==> src/sv/u8c_pkg.sv <==
// u8c_pkg: shared types, constants and code page tables for the UTF-8 / cp1252 transcoder.
// No dependencies; imported by u8c_step and utf8_cp1252_transcoder_core.
package u8c_pkg;

    localparam logic [7:0]  QMARK    = 8'h3F;
    localparam logic [15:0] REPL_CP  = 16'hFFFD;
    localparam logic [20:0] CP_MAX   = 21'h10FFFF;
    localparam logic [20:0] SURR_LO  = 21'h00D800;
    localparam logic [20:0] SURR_HI  = 21'h00DFFF;

    // four-entry byte window, entry 0 is the oldest byte
    typedef logic [3:0][7:0] t_buf;

    // one decode/encode step
    typedef struct packed {
        logic       stop;     // incomplete sequence, keep bytes pending
        logic [7:0] obyte;
        logic       bad;
        logic       unm;
        logic [2:0] adv;      // bytes consumed from the window
        logic       more;     // encoder: another byte follows
    } t_step;

    // cp1252 0x80..0x9F to code point, 0 for unassigned slots
    function automatic logic [15:0] high_cp(input logic [4:0] slot);
        logic [15:0] cp;
        unique case (slot)
            5'd0:    cp = 16'h20AC;
            5'd2:    cp = 16'h201A;
            5'd3:    cp = 16'h0192;
            5'd4:    cp = 16'h201E;
            5'd5:    cp = 16'h2026;
            5'd6:    cp = 16'h2020;
            5'd7:    cp = 16'h2021;
            5'd8:    cp = 16'h02C6;
            5'd9:    cp = 16'h2030;
            5'd10:   cp = 16'h0160;
            5'd11:   cp = 16'h2039;
            5'd12:   cp = 16'h0152;
            5'd14:   cp = 16'h017D;
            5'd17:   cp = 16'h2018;
            5'd18:   cp = 16'h2019;
            5'd19:   cp = 16'h201C;
            5'd20:   cp = 16'h201D;
            5'd21:   cp = 16'h2022;
            5'd22:   cp = 16'h2013;
            5'd23:   cp = 16'h2014;
            5'd24:   cp = 16'h02DC;
            5'd25:   cp = 16'h2122;
            5'd26:   cp = 16'h0161;
            5'd27:   cp = 16'h203A;
            5'd28:   cp = 16'h0153;
            5'd30:   cp = 16'h017E;
            5'd31:   cp = 16'h0178;
            default: cp = 16'h0000;
        endcase
        return cp;
    endfunction

    // reverse lookup: {hit, slot}
    function automatic logic [5:0] slot_of(input logic [20:0] cp);
        logic [5:0] r;
        unique case (cp)
            21'h020AC: r = {1'b1, 5'd0};
            21'h0201A: r = {1'b1, 5'd2};
            21'h00192: r = {1'b1, 5'd3};
            21'h0201E: r = {1'b1, 5'd4};
            21'h02026: r = {1'b1, 5'd5};
            21'h02020: r = {1'b1, 5'd6};
            21'h02021: r = {1'b1, 5'd7};
            21'h002C6: r = {1'b1, 5'd8};
            21'h02030: r = {1'b1, 5'd9};
            21'h00160: r = {1'b1, 5'd10};
            21'h02039: r = {1'b1, 5'd11};
            21'h00152: r = {1'b1, 5'd12};
            21'h0017D: r = {1'b1, 5'd14};
            21'h02018: r = {1'b1, 5'd17};
            21'h02019: r = {1'b1, 5'd18};
            21'h0201C: r = {1'b1, 5'd19};
            21'h0201D: r = {1'b1, 5'd20};
            21'h02022: r = {1'b1, 5'd21};
            21'h02013: r = {1'b1, 5'd22};
            21'h02014: r = {1'b1, 5'd23};
            21'h002DC: r = {1'b1, 5'd24};
            21'h02122: r = {1'b1, 5'd25};
            21'h00161: r = {1'b1, 5'd26};
            21'h0203A: r = {1'b1, 5'd27};
            21'h00153: r = {1'b1, 5'd28};
            21'h0017E: r = {1'b1, 5'd30};
            21'h00178: r = {1'b1, 5'd31};
            default:   r = 6'd0;
        endcase
        return r;
    endfunction

endpackage

==> src/sv/u8c_in_if.sv <==
// u8c_in_if: input word channel (valid/ready) of the transcoder.
// No dependencies.
interface u8c_in_if;
    logic       valid;
    logic       ready;
    logic [7:0] in_byte;
    logic       end_of_text;

    modport source (output valid, output in_byte, output end_of_text, input ready);
    modport sink   (input valid, input in_byte, input end_of_text, output ready);
endinterface

==> src/sv/u8c_out_if.sv <==
// u8c_out_if: result word channel (valid/ready) of the transcoder.
// No dependencies.
interface u8c_out_if;
    logic       valid;
    logic       ready;
    logic [7:0] out_byte;
    logic       bad_sequence;
    logic       unmapped;
    logic       last_of_run;

    modport source (output valid, output out_byte, output bad_sequence,
                    output unmapped, output last_of_run, input ready);
    modport sink   (input valid, input out_byte, input bad_sequence,
                    input unmapped, input last_of_run, output ready);
endinterface

==> src/sv/u8c_step.sv <==
// u8c_step: shared decode/encode unit; one result byte per invocation.
// Depends on u8c_pkg.
module u8c_step
    import u8c_pkg::*;
(
    input  logic       i_dir,
    input  t_buf       i_buf,
    input  logic [2:0] i_cnt,
    input  logic       i_eot,
    input  logic [7:0] i_in_byte,
    input  logic [1:0] i_idx,
    output t_step      o_step
);

    always_comb begin
        logic [7:0]  lead;
        logic [1:0]  extra;
        logic        lead_ok;
        logic [2:0]  avail;
        logic [2:0]  have;
        logic [3:1]  cont;
        logic        pref_ok;
        logic        short_seq;
        logic [20:0] cp;
        logic        overlong;
        logic        seq_bad;
        logic [5:0]  hit;
        logic [15:0] enc_cp;
        logic [15:0] tcp;
        logic [1:0]  nbytes;

        o_step  = '0;
        lead    = i_buf[0];
        extra   = 2'd0;
        lead_ok = 1'b1;
        cp      = '0;
        hit     = '0;
        enc_cp  = '0;
        tcp     = '0;
        nbytes  = 2'd1;

        if (lead[7:5] == 3'b110) begin
            extra = 2'd1;
        end else if (lead[7:4] == 4'b1110) begin
            extra = 2'd2;
        end else if (lead[7:3] == 5'b11110) begin
            extra = 2'd3;
        end else begin
            lead_ok = 1'b0;
        end

        avail     = i_cnt - 3'd1;
        have      = (avail < {1'b0, extra}) ? avail : {1'b0, extra};
        short_seq = avail < {1'b0, extra};
        cont[1]   = i_buf[1][7:6] == 2'b10;
        cont[2]   = i_buf[2][7:6] == 2'b10;
        cont[3]   = i_buf[3][7:6] == 2'b10;
        pref_ok   = !((have >= 3'd1 && !cont[1]) || (have >= 3'd2 && !cont[2]) ||
                      (have >= 3'd3 && !cont[3]));

        case (extra)
            2'd1:    cp = {10'd0, lead[4:0], i_buf[1][5:0]};
            2'd2:    cp = {5'd0, lead[3:0], i_buf[1][5:0], i_buf[2][5:0]};
            2'd3:    cp = {lead[2:0], i_buf[1][5:0], i_buf[2][5:0], i_buf[3][5:0]};
            default: cp = '0;
        endcase

        overlong = (extra == 2'd1 && cp < 21'h80) || (extra == 2'd2 && cp < 21'h800) ||
                   (extra == 2'd3 && cp < 21'h10000);
        seq_bad  = !pref_ok || (short_seq && i_eot) ||
                   (!short_seq && (overlong || cp > CP_MAX || (cp >= SURR_LO && cp <= SURR_HI)));

        if (!i_dir) begin
            o_step.adv = 3'd1;
            if (!lead[7]) begin
                o_step.obyte = lead;
            end else if (!lead_ok) begin
                o_step.obyte = QMARK;
                o_step.bad   = 1'b1;
            end else if (pref_ok && short_seq && !i_eot) begin
                o_step.stop = 1'b1;
            end else if (seq_bad) begin
                o_step.obyte = QMARK;
                o_step.bad   = 1'b1;
            end else begin
                o_step.adv = {1'b0, extra} + 3'd1;
                if (cp < 21'h80 || (cp >= 21'hA0 && cp <= 21'hFF)) begin
                    o_step.obyte = cp[7:0];
                end else begin
                    hit = slot_of(cp);
                    if (hit[5]) begin
                        o_step.obyte = {3'b100, hit[4:0]};
                    end else begin
                        o_step.obyte = QMARK;
                        o_step.unm   = 1'b1;
                    end
                end
            end
        end else begin
            // cp1252 byte to UTF-8, byte i_idx of the encoding
            if (!i_in_byte[7] || i_in_byte >= 8'hA0) begin
                enc_cp = {8'd0, i_in_byte};
            end else begin
                tcp    = high_cp(i_in_byte[4:0]);
                enc_cp = (tcp != 16'h0000) ? tcp : REPL_CP;
            end
            if (enc_cp < 16'h0080) begin
                nbytes = 2'd1;
            end else if (enc_cp < 16'h0800) begin
                nbytes = 2'd2;
            end else begin
                nbytes = 2'd3;
            end
            case (nbytes)
                2'd1:    o_step.obyte = enc_cp[7:0];
                2'd2:    o_step.obyte = (i_idx == 2'd0) ? {3'b110, enc_cp[10:6]}
                                                         : {2'b10, enc_cp[5:0]};
                default: begin
                    case (i_idx)
                        2'd0:    o_step.obyte = {4'b1110, enc_cp[15:12]};
                        2'd1:    o_step.obyte = {2'b10, enc_cp[11:6]};
                        default: o_step.obyte = {2'b10, enc_cp[5:0]};
                    endcase
                end
            endcase
            o_step.more = (i_idx + 2'd1) < nbytes;
        end
    end

endmodule

==> src/sv/utf8_cp1252_transcoder_core.sv <==
// utf8_cp1252_transcoder_core: top level, step sequencer, pending byte window, output register.
// Depends on u8c_pkg, u8c_in_if, u8c_out_if and u8c_step.
//
//  channel   dir  handshake     payload
//  i_in      in   valid/ready   in_byte[7:0], end_of_text
//  o_out     out  valid/ready   out_byte[7:0], bad_sequence, unmapped, last_of_run
//  i_cfg_*   in   we only       wdata = direction
//
// An input word causes N result words (0..4). It is accepted, each result is produced by the
// step unit in turn, and a closing step flushes the last one; results wait on a stalled output.
// Each result passes a hold register so last_of_run is known before it is presented.
// i_rst_n (sync, active low) clears the sequencer, the pending count and direction.
// A stalled output freezes the sequencer while a word is held; i_in.ready is high only in idle.
module utf8_cp1252_transcoder_core
    import u8c_pkg::*;
(
    input  logic        i_clk,
    input  logic        i_rst_n,
    input  logic        i_cfg_we,
    input  logic        i_cfg_wdata,
    u8c_in_if.sink      i_in,
    u8c_out_if.source   o_out
);

    typedef enum logic {ST_IDLE, ST_RUN} t_state;

    t_state     r_state, n_state;
    logic       r_dir, n_dir;
    t_buf       r_buf, n_buf;
    logic [2:0] r_cnt, n_cnt;
    logic       r_eot, n_eot;
    logic [7:0] r_in, n_in;
    logic [1:0] r_idx, n_idx;
    logic       r_enc_done, n_enc_done;
    logic       r_hold_v, n_hold_v;
    logic [7:0] r_hold_byte, n_hold_byte;
    logic       r_hold_bad, n_hold_bad;
    logic       r_hold_unm, n_hold_unm;
    logic       r_out_v, n_out_v;
    logic [7:0] r_out_byte, n_out_byte;
    logic       r_out_bad, n_out_bad;
    logic       r_out_unm, n_out_unm;
    logic       r_out_last, n_out_last;

    t_step      step;
    logic       accept;
    logic       out_free;
    logic       fin;

    u8c_step u_step (
        .i_dir     (r_dir),
        .i_buf     (r_buf),
        .i_cnt     (r_cnt),
        .i_eot     (r_eot),
        .i_in_byte (r_in),
        .i_idx     (r_idx),
        .o_step    (step)
    );

    assign i_in.ready         = (r_state == ST_IDLE);
    assign accept             = i_in.valid && i_in.ready;
    assign out_free           = !r_out_v || o_out.ready;
    assign fin                = r_dir ? r_enc_done : (r_cnt == 3'd0 || step.stop);

    assign o_out.valid        = r_out_v;
    assign o_out.out_byte     = r_out_byte;
    assign o_out.bad_sequence = r_out_bad;
    assign o_out.unmapped     = r_out_unm;
    assign o_out.last_of_run  = r_out_last;

    always_comb begin
        n_state     = r_state;
        n_dir       = i_cfg_we ? i_cfg_wdata : r_dir;
        n_buf       = r_buf;
        n_cnt       = r_cnt;
        n_eot       = r_eot;
        n_in        = r_in;
        n_idx       = r_idx;
        n_enc_done  = r_enc_done;
        n_hold_v    = r_hold_v;
        n_hold_byte = r_hold_byte;
        n_hold_bad  = r_hold_bad;
        n_hold_unm  = r_hold_unm;
        n_out_v     = r_out_v && !o_out.ready;
        n_out_byte  = r_out_byte;
        n_out_bad   = r_out_bad;
        n_out_unm   = r_out_unm;
        n_out_last  = r_out_last;

        unique case (r_state)
            ST_IDLE: begin
                if (accept) begin
                    n_state    = ST_RUN;
                    n_in       = i_in.in_byte;
                    n_eot      = i_in.end_of_text;
                    n_idx      = 2'd0;
                    n_enc_done = 1'b0;
                    if (!r_dir) begin
                        n_buf[r_cnt[1:0]] = i_in.in_byte;
                        n_cnt             = r_cnt + 3'd1;
                    end
                end
            end
            ST_RUN: begin
                if (fin) begin
                    // flush the held word as the last one of this input
                    if (!r_hold_v) begin
                        n_state = ST_IDLE;
                    end else if (out_free) begin
                        n_out_v    = 1'b1;
                        n_out_byte = r_hold_byte;
                        n_out_bad  = r_hold_bad;
                        n_out_unm  = r_hold_unm;
                        n_out_last = 1'b1;
                        n_hold_v   = 1'b0;
                        n_state    = ST_IDLE;
                    end
                end else if (!r_hold_v || out_free) begin
                    if (r_hold_v) begin
                        n_out_v    = 1'b1;
                        n_out_byte = r_hold_byte;
                        n_out_bad  = r_hold_bad;
                        n_out_unm  = r_hold_unm;
                        n_out_last = 1'b0;
                    end
                    n_hold_v    = 1'b1;
                    n_hold_byte = step.obyte;
                    n_hold_bad  = step.bad;
                    n_hold_unm  = step.unm;
                    if (r_dir) begin
                        n_idx      = r_idx + 2'd1;
                        n_enc_done = !step.more;
                    end else begin
                        n_buf = t_buf'(r_buf >> {step.adv, 3'b000});
                        n_cnt = r_cnt - step.adv;
                    end
                end
            end
            default: n_state = ST_IDLE;
        endcase
    end

    always_ff @(posedge i_clk) begin
        if (!i_rst_n) begin
            r_state    <= ST_IDLE;
            r_dir      <= 1'b0;
            r_cnt      <= 3'd0;
            r_idx      <= 2'd0;
            r_enc_done <= 1'b0;
            r_hold_v   <= 1'b0;
            r_out_v    <= 1'b0;
        end else begin
            r_state    <= n_state;
            r_dir      <= n_dir;
            r_cnt      <= n_cnt;
            r_idx      <= n_idx;
            r_enc_done <= n_enc_done;
            r_hold_v   <= n_hold_v;
            r_out_v    <= n_out_v;
        end
        r_buf       <= n_buf;
        r_eot       <= n_eot;
        r_in        <= n_in;
        r_hold_byte <= n_hold_byte;
        r_hold_bad  <= n_hold_bad;
        r_hold_unm  <= n_hold_unm;
        r_out_byte  <= n_out_byte;
        r_out_bad   <= n_out_bad;
        r_out_unm   <= n_out_unm;
        r_out_last  <= n_out_last;
    end

    a_idle_no_hold: assert property (@(posedge i_clk) disable iff (!i_rst_n)
        (r_state == ST_IDLE) |-> !r_hold_v)
        else $error("held word left over in idle");

    a_pending_max: assert property (@(posedge i_clk) disable iff (!i_rst_n)
        (r_state == ST_IDLE) |-> (r_cnt <= 3'd3))
        else $error("more than three pending bytes");

    a_busy_after_accept: assert property (@(posedge i_clk) disable iff (!i_rst_n)
        accept |=> !i_in.ready)
        else $error("ready right after accept");

    a_flag_is_qmark: assert property (@(posedge i_clk) disable iff (!i_rst_n)
        (r_out_v && (r_out_bad || r_out_unm)) |-> (r_out_byte == QMARK))
        else $error("flagged word is not a question mark");

    a_flags_exclusive: assert property (@(posedge i_clk) disable iff (!i_rst_n)
        r_out_v |-> !(r_out_bad && r_out_unm))
        else $error("bad_sequence and unmapped both set");

endmodule
==> src/flat_wrapper.sv <==
// flat-port wrapper written by rule: the top's interface ports become plain ports
module utf8_cp1252_transcoder_core_flat import u8c_pkg::*;
  (i_clk, i_rst_n, i_cfg_we, i_cfg_wdata, i_in_valid, i_in_in_byte, i_in_end_of_text, i_in_ready, o_out_valid, o_out_out_byte, o_out_bad_sequence, o_out_unmapped, o_out_last_of_run, o_out_ready);
  u8c_in_if i_in_i ();
  u8c_out_if o_out_i ();
  input  logic i_clk;
  input  logic i_rst_n;
  input  logic i_cfg_we;
  input  logic i_cfg_wdata;
  input wire logic [$bits(i_in_i.valid)-1:0] i_in_valid;
  input wire logic [$bits(i_in_i.in_byte)-1:0] i_in_in_byte;
  input wire logic [$bits(i_in_i.end_of_text)-1:0] i_in_end_of_text;
  output wire logic [$bits(i_in_i.ready)-1:0] i_in_ready;
  output wire logic [$bits(o_out_i.valid)-1:0] o_out_valid;
  output wire logic [$bits(o_out_i.out_byte)-1:0] o_out_out_byte;
  output wire logic [$bits(o_out_i.bad_sequence)-1:0] o_out_bad_sequence;
  output wire logic [$bits(o_out_i.unmapped)-1:0] o_out_unmapped;
  output wire logic [$bits(o_out_i.last_of_run)-1:0] o_out_last_of_run;
  input wire logic [$bits(o_out_i.ready)-1:0] o_out_ready;
  assign i_in_i.valid = i_in_valid;
  assign i_in_i.in_byte = i_in_in_byte;
  assign i_in_i.end_of_text = i_in_end_of_text;
  assign i_in_ready = i_in_i.ready;
  assign o_out_valid = o_out_i.valid;
  assign o_out_out_byte = o_out_i.out_byte;
  assign o_out_bad_sequence = o_out_i.bad_sequence;
  assign o_out_unmapped = o_out_i.unmapped;
  assign o_out_last_of_run = o_out_i.last_of_run;
  assign o_out_i.ready = o_out_ready;
  utf8_cp1252_transcoder_core u_core (.i_clk(i_clk), .i_rst_n(i_rst_n), .i_cfg_we(i_cfg_we), .i_cfg_wdata(i_cfg_wdata), .i_in(i_in_i), .o_out(o_out_i));
endmodule
==> config.mk <==
export PLATFORM = sky130hd
export DESIGN_NAME = utf8_cp1252_transcoder_core_flat
export DESIGN_NICKNAME = d
export VERILOG_FILES = /design/src/sv/u8c_pkg.sv /design/src/sv/u8c_in_if.sv /design/src/sv/u8c_out_if.sv /design/src/sv/u8c_step.sv /design/src/sv/utf8_cp1252_transcoder_core.sv /design/src/flat_wrapper.sv
export SDC_FILE = /design/constraint.sdc
export NUM_CORES = 1
export LEC_CHECK = 0
export BUFFER_PORTS_ARGS = -buffer_cell sky130_fd_sc_hd__buf_4
export CAP_MARGIN = 40
export CORE_ASPECT_RATIO = 1.75
export CORE_MARGIN = 3
export CORE_UTILIZATION = 25
export CTS_CLUSTER_SIZE = 28
export DETAILED_ROUTE_END_ITERATION = 6
export HOLD_SLACK_MARGIN = 0.15
export PLACE_DENSITY = 0.5
export SYNTH_ARGS = -nofsm -noshare
export SYNTH_HDL_FRONTEND = slang
export SYNTH_SLANG_ARGS = --single-unit
==> constraint.sdc <==
create_clock -name i_clk -period 12.4 [get_ports i_clk]
set_input_delay 2.48 -clock i_clk [delete_from_list [all_inputs] [get_ports i_clk]]
set_output_delay 2.48 -clock i_clk [all_outputs]
set_load 0.05 [all_outputs]
Word-level counts from Yosys, hierarchy flattened

Memories as Yosys holds them, arrays and structs flattened. A register that Yosys moved wholly into a read port is not among the register bits.
Cells that the tools add are included.

Logic and storage cells: 251
Memories: 1
ROM bits: 352
Bits in registers: 72
Output and inout bits: 13

Bitwise gates (word level): 4
Equal/unequal tests: 46
Add/subtract/negate cells: 5
Shift operators: 1
Order comparisons: 18
Reduce and logical (&&, ||, !) cells: 51
Multiplexer cells: 105

Memories:

| name            | depth | width | rd ports | clocked after Yosys merged registers in | write ports | line          | source |
|---|---|---|---|---|---|---|---|
| (no name shown) | 32    | 11    | 1        | 1                                       | 0           | u8c_pkg.sv:27 | `unique case (slot)` |

Operators by type and width:

| cell                   | number |
|---|---|
| $eq A21 B14 Y1 const B | 17 |
| $eq A21 B9 Y1 const B  | 8 |
| $pmux W6 S27           | 1 |
| $mux W32               | 5 |
| $mux W8                | 11 |
| $mux W16               | 5 |
| $pmux W32 S2           | 1 |
| $pmux W21 S3           | 1 |
| $mux W1                | 44 |
| $eq A21 B10 Y1 const B | 2 |
| $mux W6                | 6 |
| $bwmux W32             | 1 |
| $shr A32 B6 Y32        | 1 |
| $mux W3                | 9 |
| $ge A21 B16 Y1 const B | 1 |
| $ge A21 B8 Y1 const B  | 1 |
| $gt A21 B21 Y1 const B | 1 |
| $le A21 B16 Y1 const B | 1 |
| $le A21 B8 Y1 const B  | 1 |
| $lt A21 B12 Y1 const B | 1 |
| $lt A21 B17 Y1 const B | 1 |
| $lt A21 B8 Y1 const B  | 1 |
| $mux W2                | 9 |
| $demux W8 S2           | 1 |
| 45 further kinds       | 100 |

Depth between registers and ports, before layout

Word-level depth: 31
Mapped depth: 23
Gate-level depth less buffers: 18

Modules after synthesis

Synthesis repeated with hierarchy kept, for this count alone.

Cells, all modules: 734
Area, all modules: 6168.4 µm²

By module, submodules not included:

| module                      | cells an instance | times used | area each (µm²) | seq. area each (µm²) |
|---|---|---|---|---|
| u8c_step                    | 505               | 1          | 3114.2          | 0.0 |
| utf8_cp1252_transcoder_core | 229               | 1          | 3054.2          | 2062.0 |

Worst setup path before layout

No wires, ideal clock.

Path type: input to register
Start: in i_in_valid
End: reg (tool-made name)
Path buffers: 1
Setup slack: 7635 ps
Arrival time: 4628 ps
Stages on the path: 10
Library setup time: 137 ps
Cells stage by stage: nand2_1 inv_1 clkbuf_1 mux2i_1 inv_1 ha_1 nand2_1 a21oi_1 a221oi_1 a31oi_1

RTL lines:

| what        | line               | source |
|---|---|---|
| from (decl) | flat_wrapper.sv:10 | `input wire logic [$bits(i_in_i.valid)-1:0] i_in_valid;` |

Worst setup path in the final report

Start: reg u_core.r_buf[3] (netlist name)
End: reg u_core.r_cnt[2]

Cells in the longest elaborated chain, start to end: 24
Elaborated cells between the ends (all ways): 62
Those cells by class: add/sub: 2; order compare: 10; eq/ne: 5; mux: 22; reduce/logical: 23

RTL lines:

| what                                                   | line                               | source |
|---|---|---|
| from (decl)                                            | utf8_cp1252_transcoder_core.sv:29  | `t_buf r_buf, n_buf;` |
| from (signal assigned)                                 | utf8_cp1252_transcoder_core.sv:161 | `r_buf <= n_buf;` |
| $eq A5 B5 Y1                                           | u8c_step.sv:46                     | `end else if (lead[7:3] == 5'b11110) begin` |
| $mux W2                                                | u8c_step.sv:46                     |  |
| $mux W2                                                | u8c_step.sv:44                     | `end else if (lead[7:4] == 4'b1110) begin` |
| $mux W2                                                | u8c_step.sv:42                     | `if (lead[7:5] == 3'b110) begin` |
| $eq A2 B2 Y1, or another cell as far along             | u8c_step.sv:61, u8c_step.sv:69     |  |
| $pmux W21 S3                                           | u8c_step.sv:61                     | `case (extra)` |
| $lt A21 B8 Y1 / $lt A21 B12 Y1 (equally long branches) | u8c_step.sv:68                     | `overlong = (extra == 2'd1 && cp < 21'h80) \|\| (extra == 2'd2 && cp < 21'h800) \|\|` |
| $logic_and A1 B1 Y1                                    | u8c_step.sv:68                     |  |
| [... 8 more ...]                                       | -                                  |  |
| $mux W3                                                | u8c_step.sv:77                     | `end else if (!lead_ok) begin` |
| $mux W3                                                | u8c_step.sv:75                     | `if (!lead[7]) begin` |
| $mux W3                                                | u8c_step.sv:73                     | `if (!i_dir) begin` |
| $sub A3 B3 Y3                                          | utf8_cp1252_transcoder_core.sv:135 | `n_cnt = r_cnt - step.adv;` |
| $mux W3                                                | utf8_cp1252_transcoder_core.sv:130 | `if (r_dir) begin` |
| $mux W3                                                | utf8_cp1252_transcoder_core.sv:118 | `end else if (!r_hold_v \|\| out_free) begin` |
| $mux W3                                                | utf8_cp1252_transcoder_core.sv:105 | `if (fin) begin` |
| $pmux W3 S2                                            | utf8_cp1252_transcoder_core.sv:90  | `unique case (r_state)` |
| to (signal assigned)                                   | utf8_cp1252_transcoder_core.sv:155 | `r_cnt <= n_cnt;` |
| to (decl)                                              | utf8_cp1252_transcoder_core.sv:30  | `logic [2:0] r_cnt, n_cnt;` |

Several ways; a longest one is shown, not always the timed one. The select of a mux whose other input is x is not followed.
A chain may end at the register's enable or synchronous reset.

==> out/qor.csv <==
stage,metric,value,unit
placement,routability-driven placement congestion ratio,0.964,
floorplanning,die outline area,25500,um2
routing,DR pass1 iterations,6,
floorplanning,Die H,209,um
cells_and_area,layout cells sized above 1,10.9,%
synth,Synth Register Bits,83,
setup_path,crit path max fanout,22,
hold_path,hold_sp,u_core.r_hold_bad$_SDFFCE_PP0P_,
cells_and_area,end-of-flow core utilization,29.4,%
clocking,CTS tree,done,
power,Sequential Power Share,39.8,%
routing,final WL,19000,um
setup_path,critical path cell sequence,"nand2b_1, a21oi_1, inv_1, ha_1, a222oi_1, nand3_1, nor4_1, o21ai_0, nor4b_4, a21oi_1, buf_4, nand2b_1, ha_1, inv_1, fa_1, xnor2_1, or3_1, a21oi_1",
clocking,clk buf depth,2,
synth,top post-synthesis cells by area,"edfxtp_1 (32%), dfxtp_1 (7.1%), nor2_1 (5.4%)",
floorplanning,row cnt,73,
job,total of max-cap violations,0,
clocking,number of CTS-inserted buffers,9,
setup_path,reg-to-reg startpoint,u_core.r_buf[3]$_DFFE_PP_,
clocking,CTS Root Cell,clkbuf_16,
floorplanning,Starting Density,25.7,%
clocking,Post-CTS Hold Fix Bufs,0,
grt,antenna violations before repair,0,
floorplanning,I/O pin total,28,
setup_path,CP Launch Point,u_core.r_buf[3]$_DFFE_PP_,
power,sw power,314,uW
synth,YS warnings,0,
setup_path,"most used cell, CP",a21oi_1,
synth,sequential area share after synthesis,38.7,%
setup_path,"Slowest-stage cell, CP",a222oi_1,
timing,Relative slew margins,41.6,%
grt,vias in the first global route,5353,
setup_path,worst setup path class,reg -> reg,
cells_and_area,Antenna Cells,0,
grt,Total GRT Usage,14.8,%
floorplanning,core area,22900,um2
placement,Post-DP Area,6430,um2
grt,first-pass GRT wire length,29500,um
routing,routed vias/inst,5.37,
routing,DRC violations left,0,
cells_and_area,area grow syn2layout,14.2,%
power,Sw Ratio,34.5,%
status,status,"complete, no violations",
cells_and_area,"commonest cells after routing, fill and taps aside","nor2_1 (85), nand2_1 (70), edfxtp_1 (62)",
routing,via count,5359,
setup_path,Worst EP required,12.67,ns
power,Clk pwr share,30.8,%
timing,fmax,0.181,GHz
clocking,H-tree lvl count,3,
clocking,CTS-repair resized insts,0,
routing,DR iter-0 viols,402,
setup_path,arrival time of the worst setup path,5.79,ns
synth,share of the synthesized area in the top cell type,31.6,%
timing,RSZ-0062 raised after global routing,no,
setup_path,CP max stage delay,0.67,ns
setup_path,R2R setup slack,6.88,ns
clocking,CTS Sinks,83,
synth,Main synth FF type,edfxtp_1,
setup_path,crit path capture,u_core.r_cnt[2]$_SDFFE_PN0P_,
synth,post-synth cell types,80,
power,final total power,912,uW
power,P_int,598,uW
routing,post-DR wirelength/cell,19.0,um
clocking,Clock Latency Late Sink,0.34,ns
timing,Final Hold Vio Count,0,
grt,largest net degree at the start of global routing,31,
clocking,Post-CTS Setup Bufs,0,
grt,total grt overflow,0,
cells_and_area,cell area after layout,6740,um2
timing,fin crit share,44.5,%
power,PwrDens,135,nW/um2
setup_path,Crit Reg-Reg Endpoint,u_core.r_cnt[2]$_SDFFE_PN0P_,
setup_path,Crit. End Element,flop,
floorplanning,Die Width,122,um
power,Leak Pwr,2.43,nW
synth,ys async rst share,0,%
timing,TNS Setup,0,ns
timing,clk_skew,0.0106,ns
clocking,Clock Pin Slew Worst Setup and Hold Paths,0.06,ns
placement,Final HPWL DP,14800,um
synth,synthesized area,5900,um2
hold_path,worst hold path class,reg -> reg,
setup_path,Worst setup SP type,flop,
cells_and_area,Final Net Count,731,
routing,Routed Antenna Nets,0,
cells_and_area,"most common cell after layout, fill and taps aside",nor2_1,
setup_path,Reg2Reg Depth,18,
placement,I/O Buffers,27,
timing,Max Slew Vio Count,0,
timing,Slew @ Worst Pin,0.873,ns
power,VDD IR max,0.0579,mV
synth,cells after synthesis,676,
timing,setup violation total in the final timing report,0,
power,combinational power share,29.4,%
synth,Synth area leader,edfxtp_1,
synth,"EDFF count, synth",62,
timing,crit path time final,5.52,ns
synth,synthesized net count,714,
synth,Mapped Avg Cell Area,8.73,um2
area by class of cell:
cell class / count / area (um2)
Fill cell: 2442 / 16200
Multi-Input combinational cell: 527 / 3340
Sequential cell: 83 / 2280
Tap cell: 300 / 375
Timing Repair Buffer: 42 / 318
Clock buffer: 12 / 256
Inverter: 30 / 113
Clock inverter: 4 / 56.3
power by group through the flow:
stage,registers (mW),clock network [mW],logic (mW)
after global routing,0.366,0.298,0.297
after floorplan,0.355,0,0.195
final,0.363,0.281,0.269
after CTS,0.363,0.287,0.268
after global placement,0.369,0,0.266
after detailed placement,0.369,0,0.267
critical path, delay by kind of cell, from the launching register on:
family / cells / cell delay (ns)
xor+xnor: 1 / 0.14
buf+inv: 3 / 0.48
simple gates: 6 / 1.60
flops: 1 / 0.51
compound gates: 5 / 1.71
fa+ha+maj: 3 / 1.00
metal layers:
metal / GRT usage [%] / wire length (um)
met3: 1.68 / 633
met1: 16.3 / 7260
met4: 9.01 / 1100
met2: 26.8 / 9960
met5: 0 / 0
cells by family after synthesis:
logic type               Yosys count  synth area share (%)
AND/OR/NAND/NOR                  268                  23.2
AO/OA/AOI/OAI                    216                  25.1
flip-flops                        83                  38.7
buffers and inverters             66                  4.73
adder cells (fa/ha/maj)           23                  5.01
multiplexers                      16                  2.71
XOR/XNOR                           4                 0.594
stage by stage:
stage / setup slack [ns] / hold WS (ns) / instances
detailed placement: 6.92 / 0.405 / 982
finish: 6.88 / 0.417 / 998
CTS: 6.93 / 0.421 / 998
global route: 6.52 / 0.420 / 998
global placement: 6.79 / 0.405 / 978
floorplan: 7.63 / 0.400 / 676
how the worst min path moves through the flow:
| stage | to | cells past startpoint |
|---|---|---|
| 6_report | u_core.o_out.bad_sequence$_DFFE_PP_ | 0 |
| 3_5_place_dp | u_core.o_out.bad_sequence$_DFFE_PP_ | 0 |
| 2_1_floorplan | u_core.o_out.bad_sequence$_DFFE_PP_ | 0 |
| 3_3_place_gp | u_core.o_out.unmapped$_DFFE_PP_ | 0 |
| 4_1_cts | u_core.o_out.bad_sequence$_DFFE_PP_ | 0 |
| 5_1_grt | u_core.o_out.bad_sequence$_DFFE_PP_ | 0 |
synth_stat cells (5+ instances only):
cell type and count:
nand4_1 6, a222oi_1 17, nor4_1 9, nor2_1 85, ha_1 22, o21ai_0 50
dfxtp_1 21, o21a_1 5, nand2_1 70, edfxtp_1 62, a21oi_1 42, a31oi_1 10
a22oi_1 17, o211ai_1 5, o21ai_1 6, a21o_1 5, nor3b_1 5, nand2b_1 9
nor2b_1 12, o31ai_1 5, inv_1 28, mux2i_1 16, clkbuf_1 22, nor3_1 17
and3b_1 5, nand3_1 14, a211oi_1 7, buf_2 6, or3_1 6, a22o_1 10
No activity file was read; power rests on OpenSTA's default activity.
